$ cat src/rtl/core/lss_pkg.sv
// Shared types and constants of the laser scan segmenter.
package lss_pkg;

  localparam int IDX_IN_BITS = 10;
  localparam int RANGE_BITS  = 16;
  localparam int CNT_BITS    = 10;
  localparam int SIZE_BITS   = 34;
  localparam int PCT_BITS    = 7;

  localparam logic [6:0] PCT_FULL = 7'd100;

  localparam logic [2:0] REG_MOTION_THR = 3'd0;
  localparam logic [2:0] REG_GAP        = 3'd1;
  localparam logic [2:0] REG_LEG_MIN    = 3'd2;
  localparam logic [2:0] REG_LEG_MAX    = 3'd3;
  localparam logic [2:0] REG_PCT_LIMIT  = 3'd4;

  localparam logic [15:0] RST_MOTION_THR = 16'd200;
  localparam logic [15:0] RST_GAP        = 16'd200;
  localparam logic [15:0] RST_LEG_MIN    = 16'd50;
  localparam logic [15:0] RST_LEG_MAX    = 16'd250;
  localparam logic [6:0]  RST_PCT_LIMIT  = 7'd75;

  typedef enum logic [3:0] {
    S_CLEAR, S_IDLE, S_IDX, S_READ, S_MARK, S_DECIDE,
    S_EM_MUL, S_EM_DIV, S_EM_OUT, S_UPDATE
  } lss_state_t;

  typedef struct packed {
    logic [15:0] motion_thr;
    logic [15:0] gap;
    logic [15:0] leg_min;
    logic [15:0] leg_max;
    logic [6:0]  pct_limit;
  } lss_cfg_t;

  typedef struct packed {
    logic clear;
    logic accept;
    logic idx_calc;
    logic mem_rd;
    logic mark;
    logic decide;
    logic em_mul;
    logic div_step;
    logic out_load;
    logic em_last;
    logic update;
  } lss_cmd_t;

  typedef struct packed {
    logic clear_done;
    logic gap_hit;
    logic last;
    logic div_done;
    logic out_free;
  } lss_stat_t;

endpackage

$ cat src/rtl/core/lss_cfg.sv
// Configuration register file behind the APB-style port.
module lss_cfg import lss_pkg::*; (
  input  logic        clk,
  input  logic        rst,
  input  logic        psel,
  input  logic        penable,
  input  logic        pwrite,
  input  logic [4:0]  paddr,
  input  logic [31:0] pwdata,
  output logic [31:0] prdata,
  output logic        pready,
  output lss_cfg_t    cfg
);

  logic       wr_en;
  logic [2:0] reg_sel;

  assign pready  = 1'b1;
  assign reg_sel = paddr[4:2];
  assign wr_en   = psel && penable && pwrite && pready;

  always_ff @(posedge clk) begin
    if (rst) begin
      cfg.motion_thr <= RST_MOTION_THR;
      cfg.gap        <= RST_GAP;
      cfg.leg_min    <= RST_LEG_MIN;
      cfg.leg_max    <= RST_LEG_MAX;
      cfg.pct_limit  <= RST_PCT_LIMIT;
    end else if (wr_en) begin
      case (reg_sel)
        REG_MOTION_THR: cfg.motion_thr <= pwdata[15:0];
        REG_GAP:        cfg.gap        <= pwdata[15:0];
        REG_LEG_MIN:    cfg.leg_min    <= pwdata[15:0];
        REG_LEG_MAX:    cfg.leg_max    <= pwdata[15:0];
        REG_PCT_LIMIT:  cfg.pct_limit  <= pwdata[6:0];
        default: ;
      endcase
    end
  end

  always_comb begin
    case (reg_sel)
      REG_MOTION_THR: prdata = {16'd0, cfg.motion_thr};
      REG_GAP:        prdata = {16'd0, cfg.gap};
      REG_LEG_MIN:    prdata = {16'd0, cfg.leg_min};
      REG_LEG_MAX:    prdata = {16'd0, cfg.leg_max};
      REG_PCT_LIMIT:  prdata = {25'd0, cfg.pct_limit};
      default:        prdata = 32'd0;
    endcase
  end

endmodule

$ cat config.mk
export PLATFORM = sky130hd
export DESIGN_NAME = lss_cfg
export DESIGN_NICKNAME = d
export VERILOG_FILES = /design/src/rtl/core/lss_pkg.sv /design/src/rtl/core/lss_cfg.sv
export SDC_FILE = /design/constraint.sdc
export NUM_CORES = 1
export LEC_CHECK = 0
export ABC_AREA = 1
export BUFFER_PORTS_ARGS = -buffer_cell sky130_fd_sc_hd__buf_2
export CORE_AREA = 5 5 93 95
export CTS_CLUSTER_DIAMETER = 50
export CTS_CLUSTER_SIZE = 12
export DETAILED_ROUTE_END_ITERATION = 16
export DIE_AREA = 0 0 98 100
export HOLD_SLACK_MARGIN = 0.03
export PLACE_DENSITY_LB_ADDON = 0.05
export SYNTH_ARGS = -nofsm -noshare
export SYNTH_HDL_FRONTEND = slang
export SYNTH_SLANG_ARGS = --single-unit
$ cat constraint.sdc
create_clock -name clk -period 1.86 [get_ports clk]
set_input_delay 0.465 -clock clk [delete_from_list [all_inputs] [get_ports clk]]
set_output_delay 0.465 -clock clk [all_outputs]
set_load 0.01 [all_outputs]
==> flow_metrics.env <==
export IMPL_status="finished clean"
export IMPL_ios=146
export IMPL_io_buffers=110
export IMPL_largest_reg_flops=71
export IMPL_hold_viol=0
export IMPL_ys_ff_latch=71
export IMPL_hp_class="in2reg"
export IMPL_maxSlewViolCount=0
export IMPL_leakagePower_nw=2.70
export IMPL_synth_top_area_share_pct=39.0
export IMPL_drive_above_1_share_pct=30.9
export IMPL_wl_met3_um=881
export IMPL_seq_power_share_pct=44.0
export IMPL_clock_latency_ns=0.35
export IMPL_timing_worst_setup_path_type="in2out"
export IMPL_htree_levels=3
export IMPL_grt_pass1_vias=3747
export IMPL_antenna_found_initial=0
export IMPL_clkPwrFrac_pct=42.6
export IMPL_num_rows=32
export IMPL_period_share_pct=97.4
export IMPL_final_common_cell="nand2_1"
export IMPL_tritoncts="yes"
export IMPL_combPwrFrac_pct=13.3
export IMPL_vias_per_cell=4.81
export IMPL_die_width_um=98
export IMPL_netlist_top_cells_area="dfxtp_1 (39%), nand2_1 (18%), nor2_1 (13%)"
export IMPL_multiInputGateArea_um2=1880
export IMPL_grt_pass1_wl_um=19200
export IMPL_drc=0
export IMPL_wl_met1_um=5090
export IMPL_diodes=0
export IMPL_clockBufferDepth=2
export IMPL_critPathRequiredTime_ns=1.39
export IMPL_hpwlAfterDp_um=8100
export IMPL_maxCapViolations=0
export IMPL_seq_area_frac_synth_pct=39.0
export IMPL_p_sw_w=0.000905
export IMPL_die_h_um=100
export IMPL_syn_area_per_cell_um2=6.38
export IMPL_start_kind="input port"
export IMPL_overflow=0
export IMPL_grt_max_degree=72
export IMPL_fillers=711
export IMPL_fmax_mhz=552
export IMPL_rsz0062_at_grt="true"
export IMPL_power_density_nw_per_um2=691
export IMPL_p_total_w=0.00353
export IMPL_routed_wl_um=12000
export IMPL_skew_ns=0
export IMPL_nets=772
export IMPL_synth_warning_count=0
export IMPL_reg_top3="cfg: 71 flops"
export IMPL_final_cell_mix="nand2_1 (167), nor2_1 (123), buf_2 (107)"
export IMPL_arrival_ns=1.35
export IMPL_initial_core_util_pct=47.7
export IMPL_internal_power_w=0.00263
export IMPL_synth_top_area_cell="dfxtp_1"
export IMPL_syn_to_final_growth_pct=40.0
export IMPL_post_drt_wl_per_cell_um=14.4
export IMPL_switching_share_pct=25.6
export IMPL_firstDrtPassIters=4
export IMPL_syn_inst=572
export IMPL_fin_util_pct=66.8
export IMPL_setup_viol=0
export IMPL_path_clk_slew_ns=0.08
export IMPL_ant_nets=0
export IMPL_drtIter0Drc=145
export IMPL_routabilityCongestion=0.863
export IMPL_num_vias=4026
export IMPL_coreArea_um2=7650
export IMPL_ys_types=18
export IMPL_layout_min_cycle_time_ns=1.81
export IMPL_netlist_area_um2=3650
export IMPL_cts_sinks=71
export IMPL_cts_made_buffers=9
export IMPL_max_vdd_ir_drop_mv=0.382
export IMPL_crit_fanout=7
export IMPL_routed_top_layer="met4"
export IMPL_seq_area_um2=1420
export IMPL_cts_root_buf="clkbuf_8"
export IMPL_track_usage_pct=24.7
export IMPL_dieArea_um2=9800
export IMPL_crit_path_end_kind="primary output"
export IMPL_largest_register="cfg"
export IMPL_route_met2_wl_um=5910
## worst max-delay path, cell delays in order
cell and delay, ns:
buf_6 0.12, buf_6 0.12, nor2_4 0.17, buf_12 0.15, nand2_4 0.05, nand2_2 0.05
inv_1 0.05, nand2_1 0.05, buf_2 0.12
## Yosys cell counts, drive strengths merged
cell type	count
dfxtp	71
nand2	177
clkbuf	3
inv	49
nor2	134
nand4	10
nand3	75
buf	42
a21oi	9
conb	2
## area by class of cell
cell class | instances | area share [%]
Timing Repair Buffer | 177 | 24.3
Sequential cell | 71 | 27.8
Inverter | 49 | 3.95
Multi-Input combinational cell | 422 | 36.8
Clock inverter | 6 | 2.13
Tap cell | 102 | 2.50
Clock buffer | 10 | 2.50
## power groups by stage
stage	sequential [W]	combinational, W	clock (W)
after global placement	0.00159	0.000389	0
after global routing	0.00156	0.000513	0.00161
after detailed placement	0.00159	0.000394	0
after CTS	0.00155	0.000448	0.00153
after floorplan	0.00160	0.000242	0
final	0.00155	0.000471	0.00151
## timing repair
item / CTS / global route
endpoints found under the setup margin: 13 / 16
hold buffers: 0 / 0
endpoints found under the hold margin: 0 / 0
pin swaps: 3 / 17
buffers inserted: 12 / 6
resized for setup: 19 / 35
cloned: 3 / 1
## path summary, 6_finish.rpt
| check | slack, ns | end | depth (start not counted) | startpoint |
|---|---|---|---|---|
| worst max-delay path | 0.05 | prdata[11] | 9 | paddr[2] |
| worst min-delay path | 0.34 | cfg[0]$_SDFFE_PP1P_ | 3 | pwdata[0] |
| worst max register to register | 1.22 | cfg[15]$_SDFFE_PP0P_ | 2 | cfg[15]$_SDFFE_PP0P_ |
| worst min register to register | 0.48 | cfg[13]$_SDFFE_PP1P_ | 2 | cfg[13]$_SDFFE_PP1P_ |
## per-layer routing
metal | global-route usage (%) | vias to the layer above
li1 | - | 2041
met1 | 31.6 | 1834
met2 | 40.3 | 138
met3 | 5.42 | 13
met4 | 10.2 | 0
met5 | 0 | -
## cell families after synthesis
kind of cell | share of synthesized area (%)
buffers and inverters | 13.3
DFF | 39.0
other | 0.206
and+or+nand+nor | 46.3
AOI/OAI and AO/OA | 1.23
## stage by stage
stage	area, µm²	instances	hold WS [ns]	TNS (ns)	setup slack [ns]
floorplan	3700	587	0.501	0	0.108
global placement	4500	801	0.458	-0.400	-0.0555
detailed placement	4500	801	0.469	-0.512	-0.0836
CTS	4980	832	0.327	-0.00547	-0.00464
global route	5110	837	0.358	-0.00456	-0.00405
finish	5110	837	0.341	0	0.0480
Note: power is estimated with default switching activity, not from simulation.
