--- config.mk ---
export PLATFORM = sky130hd
export DESIGN_NAME = lss_ctrl
export DESIGN_NICKNAME = d
export VERILOG_FILES = /design/src/rtl/core/lss_pkg.sv /design/src/rtl/core/lss_ctrl.sv
export SDC_FILE = /design/constraint.sdc
export NUM_CORES = 1
export LEC_CHECK = 0
export BUFFER_PORTS_ARGS = -buffer_cell sky130_fd_sc_hd__buf_2
export CAP_MARGIN = 25
export CORE_AREA = 3 3 40 42
export CTS_BUF_LIST = sky130_fd_sc_hd__clkbuf_8
export CTS_CLUSTER_DIAMETER = 50
export DETAILED_ROUTE_END_ITERATION = 8
export DIE_AREA = 0 0 43 45
export PLACE_DENSITY_LB_ADDON = 0.05
export SKIP_LAST_GASP = 1
export SLEW_MARGIN = 10
export SYNTH_ARGS = -nofsm -noshare
export SYNTH_HDL_FRONTEND = slang
export SYNTH_SLANG_ARGS = --single-unit
export TNS_END_PERCENT = 50
--- constraint.sdc ---
create_clock -name clk -period 1.8 [get_ports clk]
set_input_delay 0.09 -clock clk [delete_from_list [all_inputs] [get_ports clk]]
set_output_delay 0.09 -clock clk [all_outputs]
set_load 0.02 [all_outputs]
--- src/rtl/core/lss_pkg.sv ---
// Shared types and constants of the laser scan segmenter.
package lss_pkg;

  localparam int IDX_IN_BITS = 10;
  localparam int RANGE_BITS  = 16;
  localparam int CNT_BITS    = 10;
  localparam int SIZE_BITS   = 34;
  localparam int PCT_BITS    = 7;

  localparam logic [6:0] PCT_FULL = 7'd100;

  localparam logic [2:0] REG_MOTION_THR = 3'd0;
  localparam logic [2:0] REG_GAP        = 3'd1;
  localparam logic [2:0] REG_LEG_MIN    = 3'd2;
  localparam logic [2:0] REG_LEG_MAX    = 3'd3;
  localparam logic [2:0] REG_PCT_LIMIT  = 3'd4;

  localparam logic [15:0] RST_MOTION_THR = 16'd200;
  localparam logic [15:0] RST_GAP        = 16'd200;
  localparam logic [15:0] RST_LEG_MIN    = 16'd50;
  localparam logic [15:0] RST_LEG_MAX    = 16'd250;
  localparam logic [6:0]  RST_PCT_LIMIT  = 7'd75;

  typedef enum logic [3:0] {
    S_CLEAR, S_IDLE, S_IDX, S_READ, S_MARK, S_DECIDE,
    S_EM_MUL, S_EM_DIV, S_EM_OUT, S_UPDATE
  } lss_state_t;

  typedef struct packed {
    logic [15:0] motion_thr;
    logic [15:0] gap;
    logic [15:0] leg_min;
    logic [15:0] leg_max;
    logic [6:0]  pct_limit;
  } lss_cfg_t;

  typedef struct packed {
    logic clear;
    logic accept;
    logic idx_calc;
    logic mem_rd;
    logic mark;
    logic decide;
    logic em_mul;
    logic div_step;
    logic out_load;
    logic em_last;
    logic update;
  } lss_cmd_t;

  typedef struct packed {
    logic clear_done;
    logic gap_hit;
    logic last;
    logic div_done;
    logic out_free;
  } lss_stat_t;

endpackage

--- src/rtl/core/lss_ctrl.sv ---
// Sequencing state machine of the segmenter.
module lss_ctrl import lss_pkg::*; (
  input  logic      clk,
  input  logic      rst,
  input  logic      in_valid,
  output logic      in_ready,
  input  lss_stat_t stat,
  output lss_cmd_t  cmd
);

  lss_state_t state, state_next;
  logic       em_last, em_last_next;

  always_ff @(posedge clk) begin
    if (rst) begin
      state   <= S_CLEAR;
      em_last <= 1'b0;
    end else begin
      state   <= state_next;
      em_last <= em_last_next;
    end
  end

  always_comb begin
    state_next   = state;
    em_last_next = em_last;
    case (state)
      S_CLEAR:  if (stat.clear_done) state_next = S_IDLE;
      S_IDLE:   if (in_valid) state_next = S_IDX;
      S_IDX:    state_next = S_READ;
      S_READ:   state_next = S_MARK;
      S_MARK:   state_next = S_DECIDE;
      S_DECIDE: begin
        if (stat.gap_hit) begin
          state_next   = S_EM_MUL;
          em_last_next = 1'b0;
        end else begin
          state_next = S_UPDATE;
        end
      end
      S_UPDATE: begin
        if (stat.last) begin
          state_next   = S_EM_MUL;
          em_last_next = 1'b1;
        end else begin
          state_next = S_IDLE;
        end
      end
      S_EM_MUL: state_next = S_EM_DIV;
      S_EM_DIV: if (stat.div_done) state_next = S_EM_OUT;
      S_EM_OUT: begin
        if (stat.out_free) state_next = em_last ? S_IDLE : S_UPDATE;
      end
      default:  state_next = S_CLEAR;
    endcase
  end

  always_comb begin
    cmd          = '0;
    cmd.em_last  = em_last;
    in_ready     = (state == S_IDLE);
    case (state)
      S_CLEAR:  cmd.clear    = 1'b1;
      S_IDLE:   cmd.accept   = in_valid;
      S_IDX:    cmd.idx_calc = 1'b1;
      S_READ:   cmd.mem_rd   = 1'b1;
      S_MARK:   cmd.mark     = 1'b1;
      S_DECIDE: cmd.decide   = 1'b1;
      S_UPDATE: cmd.update   = 1'b1;
      S_EM_MUL: cmd.em_mul   = 1'b1;
      S_EM_DIV: cmd.div_step = !stat.div_done;
      S_EM_OUT: cmd.out_load = stat.out_free;
      default: ;
    endcase
  end

  a_accept_to_idx: assert property (@(posedge clk) disable iff (rst)
    (in_valid && in_ready) |=> (state == S_IDX))
    else $error("accepted request did not start index stage");

  a_emit_return: assert property (@(posedge clk) disable iff (rst)
    (state == S_EM_OUT && stat.out_free) |=> (state == S_IDLE || state == S_UPDATE))
    else $error("emission did not return to update or idle");

endmodule

==> results of run 1 <==
## where the power goes
part           switching [W]  internal (W)  leakage, nW
logic              0.0000974     0.0000837        0.214
clock network      0.0000656      0.000147       0.0269
registers          0.0000447      0.000123       0.0409
## final cells by class
class                   instances  area, µm²  area share
inverters                       4       15.0      0.0248
flip-flops and latches          5        101       0.168
clock buffers                   3       41.3      0.0683
clock inverters                 1       3.75     0.00621
repair buffers                 19       95.1       0.157
well taps                      15       18.8      0.0311
multi-input cells              47        329       0.545
## worst max path at each step
stage	to	start	cells past startpoint
2_1_floorplan	cmd[9]	state[1]	3
3_3_place_gp	state[0]	state[0]	4
6_report	cmd[2]	state[3]	3
3_5_place_dp	state[0]	state[0]	4
4_1_cts	cmd[9]	state[0]	4
5_1_grt	cmd[2]	state[3]	3
## sequential cells by signal, indices dropped and copies added (netlist names)
signal / flops
state: 4
em_last: 1
## synthesized netlist by cell type
cell type	number	share of area
sky130_fd_sc_hd__a21o_1	1	0.015
sky130_fd_sc_hd__buf_6	2	0.045
sky130_fd_sc_hd__nor2b_1	1	0.013
sky130_fd_sc_hd__nor4b_2	1	0.030
sky130_fd_sc_hd__nor2_2	1	0.013
sky130_fd_sc_hd__or2b_1	1	0.015
sky130_fd_sc_hd__and2b_4	1	0.020
sky130_fd_sc_hd__o2bb2ai_2	1	0.030
sky130_fd_sc_hd__a31oi_1	1	0.013
sky130_fd_sc_hd__o21ai_0	1	0.010
sky130_fd_sc_hd__and3_1	2	0.025
sky130_fd_sc_hd__nand4_1	1	0.013
sky130_fd_sc_hd__a211oi_2	1	0.025
sky130_fd_sc_hd__nand2_1	1	0.0075
sky130_fd_sc_hd__o21ai_1	1	0.010
sky130_fd_sc_hd__inv_1	4	0.030
sky130_fd_sc_hd__buf_2	2	0.020
sky130_fd_sc_hd__o221a_1	1	0.023
sky130_fd_sc_hd__nand2b_2	1	0.018
sky130_fd_sc_hd__nor3b_1	1	0.015
sky130_fd_sc_hd__and2_1	2	0.025
sky130_fd_sc_hd__a22o_1	4	0.070
sky130_fd_sc_hd__dfxtp_1	5	0.20
sky130_fd_sc_hd__nand3b_2	1	0.023
sky130_fd_sc_hd__buf_4	3	0.045
sky130_fd_sc_hd__a32o_1	1	0.020
sky130_fd_sc_hd__o22ai_1	1	0.013
sky130_fd_sc_hd__mux2i_1	2	0.040
sky130_fd_sc_hd__nor2_1	7	0.053
sky130_fd_sc_hd__nor3_1	4	0.040
sky130_fd_sc_hd__nor4_1	1	0.013
sky130_fd_sc_hd__nand2b_1	2	0.025
sky130_fd_sc_hd__a21oi_1	3	0.030
sky130_fd_sc_hd__and2b_1	1	0.015
## worst register-to-register path, cell delays in order (launching register included)
cell and delay [ns]:
sky130_fd_sc_hd__dfxtp_1 0.60, sky130_fd_sc_hd__nand2b_2 0.28, sky130_fd_sc_hd__o2bb2ai_2 0.09, sky130_fd_sc_hd__a211oi_2 0.28, sky130_fd_sc_hd__a22o_1 0.18
## layer usage
metal	track usage	wire, µm	vias up
li1	-	-	254
met2	0.186	525	17
met3	0.0279	79	2
met1	0.179	578	225
met5	0	0	-
met4	0.108	27	0
## timing repair
action / in CTS / in global routing
resized for setup: 0 / 1
endpoints found under the setup margin: 0 / 1
buffers inserted: 0 / 0
## cell families (layout without fill, tap and decap cells)
group	after synthesis	in the layout
muxes	2	2
and+or+nand+nor	29	29
buffers and inverters	11	27
AOI/OAI and AO/OA	16	16
DFF	5	5
## stage by stage
stage               hold WS (ns)  std cells
global route               0.104         94
CTS                        0.101         94
floorplan                  0.159         63
finish                     0.105         94
detailed placement         0.335         90
global placement           0.344         90
==> results.md, run 1 <==
- The run finished with clean final reports.
- After legalization and detailed placement, the total HPWL measured between 800 and 900 µm.
- The number of antenna violations at the first check in global routing is 0.
- The worst hold path passes through 2 cells.
- Broken down by cell family, the worst path's largest delay share belongs to flip-flops.
- The endpoint identified for the worst register-to-register timing path is state[3].
- After synthesis the netlist holds a flip-flop and latch count of 5.
- The initial core utilization is 0.389.
- The register-to-register setup slack is roughly 0.31 ns.
- Of all nets on the critical path, the largest fanout is 14.
- Buffers inserted during clock tree synthesis total 3.
- The first global-routing pass estimated about 1900 µm of wire.
- The cell count after synthesis is 63.
- The total global routing overflow is 0.
- Of the synthesized area, sequential elements account for 0.201.
- The number of global-route vias before repair came to approximately 400.
- The number of cells on the worst reg-to-reg path is 4.
- The least setup slack across all paths after layout is approximately 0.16 ns.
- The pin count of the biggest net entering global routing is 18.
- The data required time at the worst endpoint is between 1.5 and 2 ns.
- The filler cells instantiated in the layout total ~140.
- The delay of the slowest cell on the worst path is 0.60 ns.
- Clock-pin slew was measured on the worst setup and hold paths at ~0.040 ns.
- The floorplan has 13 rows.
- The total track usage is 0.134.
- Of the total synthesized cell area, the portion taken by AND, OR, NAND and NOR gates is 0.361.
- The maximum clock insertion buffer count is 2.
- The count of nets after finishing is 88.
- During synthesis, Yosys emitted a total of 0 warnings.
- The CTS tree is built.
- The endpoint kind of the worst setup timing path is an output port.
- The total wire length after detailed routing is around 1200 µm.
- Of the total synthesized cell area, the portion taken by full adders, half adders and majority gates is 0.
- The fraction of layout instances using a drive strength above 1 is 0.380.
- The root buffer selected by CTS is sky130_fd_sc_hd__clkbuf_8.
- The type of the most critical hold path is in2reg.
- Setup violations remaining at the end of the flow were counted as 0.
- The most frequent standard cell in the layout excluding fill and tap cells is sky130_fd_sc_hd__buf_2.
- The cell with the largest stage delay on the worst path is sky130_fd_sc_hd__dfxtp_1.
- At the later pin of the worst-skew pair, clock insertion delay measures approximately 0.23 ns.
- Of the total synthesized cell area, the portion taken by XOR and XNOR cells is 0.
- The die outline height is between 40 and 50 µm.
- The origin of the worst min-delay path is rst.
- Data arrives at the worst endpoint at between 1.5 and 2 ns.
- Counting both buffers and inverters, the worst setup path holds a total of 1.
- In the final routed layout, each cell accounts on average for between 10 and 15 µm.
- The number of buffers added to fix hold violations after cts is 0.
- The maximum clock rate is roughly 610 MHz.
- The final cell area excluding filler cells is 604 µm².
- The number of buffers inserted by port buffering is 19.
- The sink count of the clock tree is 5.
- Setup repair after global routing left no endpoint under its margin.
- In this run the cell area measured after placement is 558 µm².
- The worst flop-to-flop path startpoint is state[3].
- After floorplanning, the core was sized to cover 1280 µm².
- The final-report max-slew violation count is 0.
- The power consumption is between 0.0005 and 0.0006 W.
- After synthesis, the largest family of logic cells by area is simple AND/OR/NAND/NOR gates.
- The number of different library cells used by synthesis comes to 34.
- In this run the cell area of the synthesized design comes to ~500 µm².
- The x dimension of the die is about 43 µm.
- The share of the synthesized area in compound gates (AO/OA/AOI/OAI) was 0.258.
- The number of nets in the synthesized netlist is between 70 and 80.
- The post-detailed-route count of antenna-violating nets is 0.
- After layout, the minimum clock period comes to around 1.6 ns.
- The kind of start point of the critical path is a register.
- Once layout is complete, the utilization of the core stands at 0.470.
- Summed over all failing endpoints, the final setup total negative slack is 0 ns.
- The number of optimization iterations in the first detailed-route pass is 3.
- The repair_antennas step left the layout with diodes totalling 0.
- The worst hold path endpoint is state[2].
- The synthesis-to-finish area growth is 21.1%.
- The critical path is of the reg2out type.
- On the final layout, the worst clock skew is around 0.0031 ns.
- Across the run, the number of max-cap violations was 0.
- The number of hold-slack violations in the final timing report is 0.
- Dividing the final minimum period by the clock period gives 0.912.
- The number of top-level pins is 20.
- The worst pin sits at a relative slew slack of 0.648.
- The overall via count from detail_route is ~500.
- The portion of synthesized area spent on multiplexers is 0.0401.
- The remaining design rule violation count is 0.
- A synthesized cell averages around 8 µm².
- Dividing total power by cell area gives a power density of 929 nW/µm².
- Leaving out fill and tap cells, the most frequent cells in the layout are sky130_fd_sc_hd__buf_2 (19), sky130_fd_sc_hd__nor2_1 (7), sky130_fd_sc_hd__inv_1 (5).
- The die covers between 1500 and 2000 µm².
- The worst slack at placement is around 0.27 ns.
- Dividing the detail-routed via count by the number of cells gives ~5.3.
- The maximum level of the CTS H-tree is 1.
- The leakage component of the power is about 0.28 nW.
- The signal on the critical path passes through nor4b_2, and2_1, buf_2.
- The slew of the pin with the lowest slew margin is 0.527 ns.
- The count of routing violations after the opening detailed-route iteration is 12.
- The final estimated routing congestion in global placement is just over 0.7.
- The peak ir drop on the vdd network is 0.396 mV.
No activity file was read; power rests on OpenSTA's default activity.
==> inputs of run 2 (changes only) <==
BUFFER_PORTS_ARGS = default   (was -buffer_cell sky130_fd_sc_hd__buf_2)
DONT_BUFFER_PORTS = 1   (was default)
==> run 2 against run 1 <==
Against the previous run:
- final area decreased by 6.6%
- setup slack improved by 0.071 ns
- maximum frequency up 4.5%
- clock skew hardly changed
- critical path depth down 1
- sequential power hardly changed
- die area unchanged
==> results.md, run 2 (synthesis gave the netlist of run 1 again) <==
- The most frequent standard cell in the layout excluding fill and tap cells is sky130_fd_sc_hd__nor2_1.
- The wire length of the first global-routing pass is 1890 µm.
- The vias per cell is roughly 5.5.
- For the final routed database, the setup TNS stands at 0 ns.
- Routability-driven placement finished with a final weighted congestion of between 0.7 and 0.8.
- The total global routing overflow is 0.
- The count of routing violations after the opening detailed-route iteration is 8.
- In the final design database the tool counted 76 nets.
- Summed over all cells, the static leakage comes to 0.227 nW.
- The count of filler cells inserted in the layout is 143.
- In this run the vertical extent of the chip is 45 µm.
- The number of global-route vias before repair was roughly 410.
- The initial core utilization is 0.389.
- The path class of the tightest hold or removal check is in2reg.
- Counting tap cells, the placed design contains a total of 77 instances.
- Max-cap violations in this run came to 0.
- The share of power burned in registers is 0.309.
- In this run the clock root is driven by a sky130_fd_sc_hd__clkbuf_8.
- The finished layout holds 82 standard cells, fillers aside.
- At the pin with the least slew margin, the transition time is around 0.52 ns.
- The headroom to the max-slew limit is 0.651.
- The number of top-level pins is 20.
- The share of total power consumed by net switching is 0.347.
- The maximum clock rate is about 640 MHz.
- Measured along the x axis, the die boundary spans about 43 µm.
- The internal power is 0.000356 W.
- The setup violation total in the final timing report is 0.
- The fraction of layout instances using a drive strength above 1 is 0.254.
- The least setup slack across all paths after layout is 0.229 ns.
- The worst setup path is of the reg2out kind.
- In this run the most critical hold path is launched from stat[3].
- Data on the critical path arrives at its endpoint at approximately 1.5 ns.
- The final period utilization is 0.873.
- The area of the multi-input gates is 329 µm².
- STA classifies the critical path endpoint as an output port.
- The floorplan has 13 rows.
- The clock network latency to the later pin of the worst-skew pair is approximately 0.22 ns.
- The number of optimization iterations in the first detailed-route pass is 4.
- The final design utilization is 0.439.
- Once detailed placement completed, the half-perimeter wirelength came to 867 µm.
- The number of buffers inserted by port buffering is 0.
- For this block, the routed nets add up to 1140 µm of wire.
- The worst register-to-register path begins at state[2].
- The number of antenna diodes in the final layout is 0.
- The worst slack at placement is 0.254 ns.
- state holds more flip-flops than any other register.
- The critical path starts at state[3].
- The remaining design rule violation count is 0.
- The post-route clock skew is between 0.002 and 0.003 ns.
- The area of the placeable core is roughly 1300 µm².
- The sink count of the clock tree is 5.
- Entering global routing, the biggest net connects 18 pins.
- The CTS tree is built.
- Dividing total power by cell area gives a power density of ~970 nW/µm².
- The power consumption is around 0.00055 W.
- The data required time at the worst endpoint is approximately 1.7 ns.
- The number of hold-slack violations in the final timing report is 0.
- The critical-path maximum fanout is 14.
- The clock power share is 0.361.
- The fraction of power consumed by combinational cells is 0.331.
- The flip-flop and latch area is 101 µm².
- The number of setup buffers added after CTS is 0.
- The kind of start point of the critical path is a register.
- For this run, the total global-route usage over all layers was measured as 0.130.
- The number of antenna violations at the first check in global routing is 0.
- The die covers about 1900 µm².
- The clock period could shrink to around 1.6 ns.
- The post-CTS clock slew at the launch and capture registers of the worst setup and hold paths is around 0.040 ns.
- The post-detailed-route count of antenna-violating nets is 0.
- Dividing the detail-routed wire length by the instance count gives roughly 14 µm.
- CTS built an H-tree with a depth of 1.
- The library cells used most frequently in the layout, excluding fill and tap cells, are sky130_fd_sc_hd__nor2_1 (7), sky130_fd_sc_hd__buf_4 (6), sky130_fd_sc_hd__inv_1 (5).
- The overall via count from detail_route is about 450.
- The synthesis-to-finish area growth is 13.0%.
- The peak ir drop on the vdd network is about 0.56 mV.
- No sink is reached through more buffers than the 2 on the longest clock path.
- The number of clock buffers inserted by TritonCTS is 3.
- Setup repair after global routing left no endpoint under its margin.
- The final-report max-slew violation count is 0.
- In the final layout, the registers with the most flip-flops are state: 4 flops, em_last: 1 flops.
- The run finished with clean final reports.
- The switching component of the power is ~0.00019 W.
- The register with the most flip-flops in the layout has 4 of them.
-- run 2: metrics by stage --
step | area [µm²] | hold slack [ns]
4_1_cts | 563 | 0.0592
6_report | 564 | 0.0630
3_5_place_dp | 508 | 0.168
2_1_floorplan | 499 | 0.159
3_3_place_gp | 508 | 0.165
5_1_grt | 564 | 0.0728
-- run 2: final timing paths --
check	to	slack [ns]	cells after the start
setup reg to reg	state[1]	0.29	4
setup / recovery	cmd[2]	0.23	2
hold reg to reg	em_last	0.66	3
hold / removal	em_last	0.06	2
-- run 2: critical path, cell delays in order, from the launching register on --
cell and delay [ns]:
sky130_fd_sc_hd__dfxtp_1 0.59, sky130_fd_sc_hd__nor4b_2 0.37, sky130_fd_sc_hd__and2_1 0.30
-- run 2: per-layer routing --
layer  vias to the layer above  track usage  share of wire
met5                         -            0              0
met4                         0            0              0
met3                         0       0.0677          0.069
met2                        17        0.195           0.43
met1                       198        0.179           0.50
li1                        232            -              -
-- run 2: repair_timing --
item	4_1_cts	5_1_grt
hold buffers	1	0
hold endpoints to repair	2	0
endpoints found under the setup margin	0	1
resized for setup	0	1
-- run 2: area by class of cell --
cell class,count,area share
clock buffers,3,0.0732
well taps,15,0.0333
repair buffers,7,0.0976
multi-input cells,47,0.583
inverters,4,0.0266
flip-flops and latches,5,0.180
clock inverters,1,0.00665
-- run 2: power groups by stage --
| stage | Combinational (W) | Sequential (W) | Clock (W) |
|---|---|---|---|
| final | 0.000180 | 0.000168 | 0.000197 |
| after global routing | 0.000196 | 0.000174 | 0.000210 |
| after CTS | 0.000183 | 0.000167 | 0.000204 |
| after detailed placement | 0.000180 | 0.000169 | 0 |
| after global placement | 0.000177 | 0.000166 | 0 |
| after floorplan | 0.000181 | 0.000132 | 0 |
==> inputs of run 3 (changes only) <==
clock period = 1.26 ns   (was 1.8 ns; I/O delays follow)
==> run 3 against run 2 <==
Against the previous run:
- the flow now finishes with violations (negative setup slack)
- power grew 81%
- sequential power grew 34%
- register-to-register slack got worse by 0.32 ns
- routed wire length rose by 41%
- sequential cell count stayed put
- final area is 37% higher
- setup slack worse by 0.26 ns
- largest cell class unchanged
==> results.md, run 3 (synthesis gave the netlist of run 1 again) <==
- The synthesis-to-finish area growth is 55.4%.
- The number of clock buffers inserted by TritonCTS is 3.
- Of all nets on the critical path, the largest fanout is 10.
- STA classifies the critical path startpoint as a register.
- Buffers placed on the I/O ports in this run total 0.
- The amount of wire on met2 after detailed routing is 805 µm.
- Leaving out fill and tap cells, the most frequent cell in the layout is sky130_fd_sc_hd__buf_4.
- The largest registers in the layout are state: 4 flops, em_last: 1 flops.
- The detailed router used layers up to and including met4.
- During I/O placement, the number of pins put on the boundary was 20.
- The number of antenna violations at the first check in global routing is 0.
- The CTS tree is built.
- The least setup slack across all paths after layout is -0.0323 ns.
- The overall via count from detail_route is 574.
- On the worst path, the slowest cell contributes a delay of about 0.37 ns.
- Of the available clock period, the critical path in the final layout requires 1.03.
- The peak ir drop on the vdd network is 0.686 mV.
- For the worst setup path, the data required time is 1.42 ns.
- The critical path goes through buf_4, nor2_4, o21ai_1, a211oi_2, a22o_1.
- The top cell types in the final layout, fill and taps aside, are sky130_fd_sc_hd__buf_4 (23), sky130_fd_sc_hd__nor2_1 (6), sky130_fd_sc_hd__inv_1 (5).
- At the pin with the least slew margin, the transition time is 0.290 ns.
- The area of the placeable core is approximately 1300 µm².
- Setup repair after global routing could not meet its margin everywhere.
- The register-to-register setup slack is -0.03 ns.
- The remaining design rule violation count is 0.
- The power density normalized to cell area is between 1000 and 1500 nW/µm².
- Entering global routing, the biggest net connects 12 pins.
- Summing all placed instances gives a cell area of 626 µm².
- The number of antenna repair diodes is 0.
- After detailed routing, the average wire length per cell comes to ~16 µm.
- Measured in cells, the most critical reg-to-reg path has a length of 5.
- The final cell area excluding filler cells is about 780 µm².
- Once placement completed, the tool counted placed cells totaling 92.
- The first detailed-routing pass ran for 4 iterations.
- The final period demand of the worst path is approximately 1.3 ns.
- The setup violation total in the final timing report is 6.
- The worst hold path endpoint is em_last.
- The category of the critical setup timing path is reg2reg.
- The count of nets after finishing is between 90 and 100.
- The met1 routed wirelength after detailed routing is 649 µm.
- The analysis attributes to cell leakage a power of between 0.3 and 0.4 nW.
- The first global-routing pass estimated 2500 µm of wire.
- The critical path's top delay family is compound AO/OA/AOI/OAI gates.
- The clock network latency to the later pin of the worst-skew pair is about 0.23 ns.
- The number of maximum-capacitance constraint violations is 0.
- The number of buffer and inverter stages on the critical path is 1.
- The clock passes through at most 2 buffers.
- The final-report max-slew violation count was 0.
- The arrival time at the worst endpoint is around 1.5 ns.
- The standard-cell row count is 13.
- The initial utilization of the core area, before any placement, comes to 0.389.
- The count of filler cells inserted in the layout is ~110.
- The non-filler instance count after layout is 100.
- The die covers between 1500 and 2000 µm².
- The count of routing violations after the opening detailed-route iteration is 12.
- The endpoint kind of the worst setup timing path is a register.
- The headroom to the max-slew limit is 0.807.
- The detailed placer's ending HPWL is between 1000 and 1500 µm.
- The root buffer selected by CTS is sky130_fd_sc_hd__clkbuf_8.
- Wires add up to around 1600 µm.
- The vias per cell is between 5 and 6.
- For this run, the top clock speed supported by timing is around 770 MHz.
- Summed over all nets, wire length on met3 after detailed routing comes to about 140 µm.
- Counting every sink on the clock net gives 5.
- Summed over all layers, the global routing overflow is 0.
- In this run the remaining antenna-violating nets after routing total 0.
- The checks that failed: negative setup slack.
- The maximum level of the CTS H-tree is 1.
- The number of flip-flops in the largest register is 4.
- The final estimated routing congestion in global placement is about 0.87.
- The number of hold-slack violations in the final timing report is 0.
- The die is approximately 43 µm wide.
- The startpoint identified for the worst hold timing path is stat[3].
- The tightest hold path in the finished design has a slack of around 0.037 ns.
- The slowest stage of the critical path belongs to the cell sky130_fd_sc_hd__dfxtp_4.
- Between clock sinks in the finished design, the worst skew comes to 0.00344 ns.
- The number of global-route vias before repair is ~570.
- The flow ran to the end, but the final reports show violations.
- The post-CTS clock slew at the launch and capture registers of the worst setup and hold paths is approximately 0.040 ns.
- The die is 45 µm tall.
- The worst hold path was traced through 2 stages.
- The largest register by flop count is state.
- The endpoint of the worst-slack reg-to-reg timing path is state[1].
- The total track usage is 0.175.
- The worst register-to-register path begins at state[2].
- The fraction of layout instances using a drive strength above 1 is 0.529.
- The type of the most critical hold path is in2reg.
run 3: cell count changes in the layout (fill, tap and decap cells not counted), moves of 2 or more:
cell,change
sky130_fd_sc_hd__and2_1,-2
sky130_fd_sc_hd__dfxtp_1,-3
sky130_fd_sc_hd__nor3_1,-2
sky130_fd_sc_hd__dfxtp_4,+4
sky130_fd_sc_hd__buf_4,+17
run 3: report_power, final:
part	leakage [nW]	total (W)	switching, W	internal [W]
combinational	0.270	0.000460	0.000217	0.000243
sequential	0.0436	0.000225	0.0000481	0.000177
clock	0.0269	0.000300	0.0000904	0.000210
run 3: how the worst max path moves through the flow:
stage	startpoint	endpoint	slack [ns]	cells past startpoint
5_1_grt	state[2]	state[1]	-0.09	5
4_1_cts	state[0]	cmd[2]	-0.04	2
3_5_place_dp	state[1]	state[2]	-0.10	5
3_3_place_gp	state[1]	state[2]	-0.08	5
6_report	state[2]	state[1]	-0.03	5
2_1_floorplan	state[0]	cmd[10]	-0.11	3
run 3: layer usage:
layer,global-route usage,vias to the layer above
li1,-,266
met1,0.194,272
met2,0.290,34
met3,0.0757,2
met4,0.0783,0
met5,0,-
run 3: stage by stage:
stage               TNS, ns  power [W]  setup WS (ns)  utilization
floorplan            -0.108   0.000451         -0.108            -
detailed placement   -0.375   0.000585         -0.102        0.487
global placement     -0.299   0.000571        -0.0839        0.487
CTS                  -0.136   0.000917        -0.0387        0.550
finish               -0.126   0.000985        -0.0323        0.604
global route         -0.604    0.00104        -0.0936        0.604
run 3: repair_timing:
action / in CTS / in global routing
pin swaps: 3 / 1
hold buffers: 1 / 0
setup buffers: 0 / 3
resized for setup: 12 / 9
hold endpoints to repair: 2 / 0
endpoints found under the setup margin: 15 / 13
run 3: area by class of cell:
class	count	area [µm²]	share of cell area
clock inverters	1	3.75	0.00484
well taps	15	18.8	0.0242
clock buffers	3	41.3	0.0532
repair buffers	25	194	0.250
multi-input cells	47	388	0.500
flip-flops and latches	5	115	0.148
inverters	4	15.0	0.0194
run 3: worst reg2reg max path: stages, from the launching register on:
cell and delay, ns:
sky130_fd_sc_hd__dfxtp_4 0.37, sky130_fd_sc_hd__buf_4 0.16, sky130_fd_sc_hd__nor2_4 0.11, sky130_fd_sc_hd__o21ai_1 0.10, sky130_fd_sc_hd__a211oi_2 0.29, sky130_fd_sc_hd__a22o_1 0.18
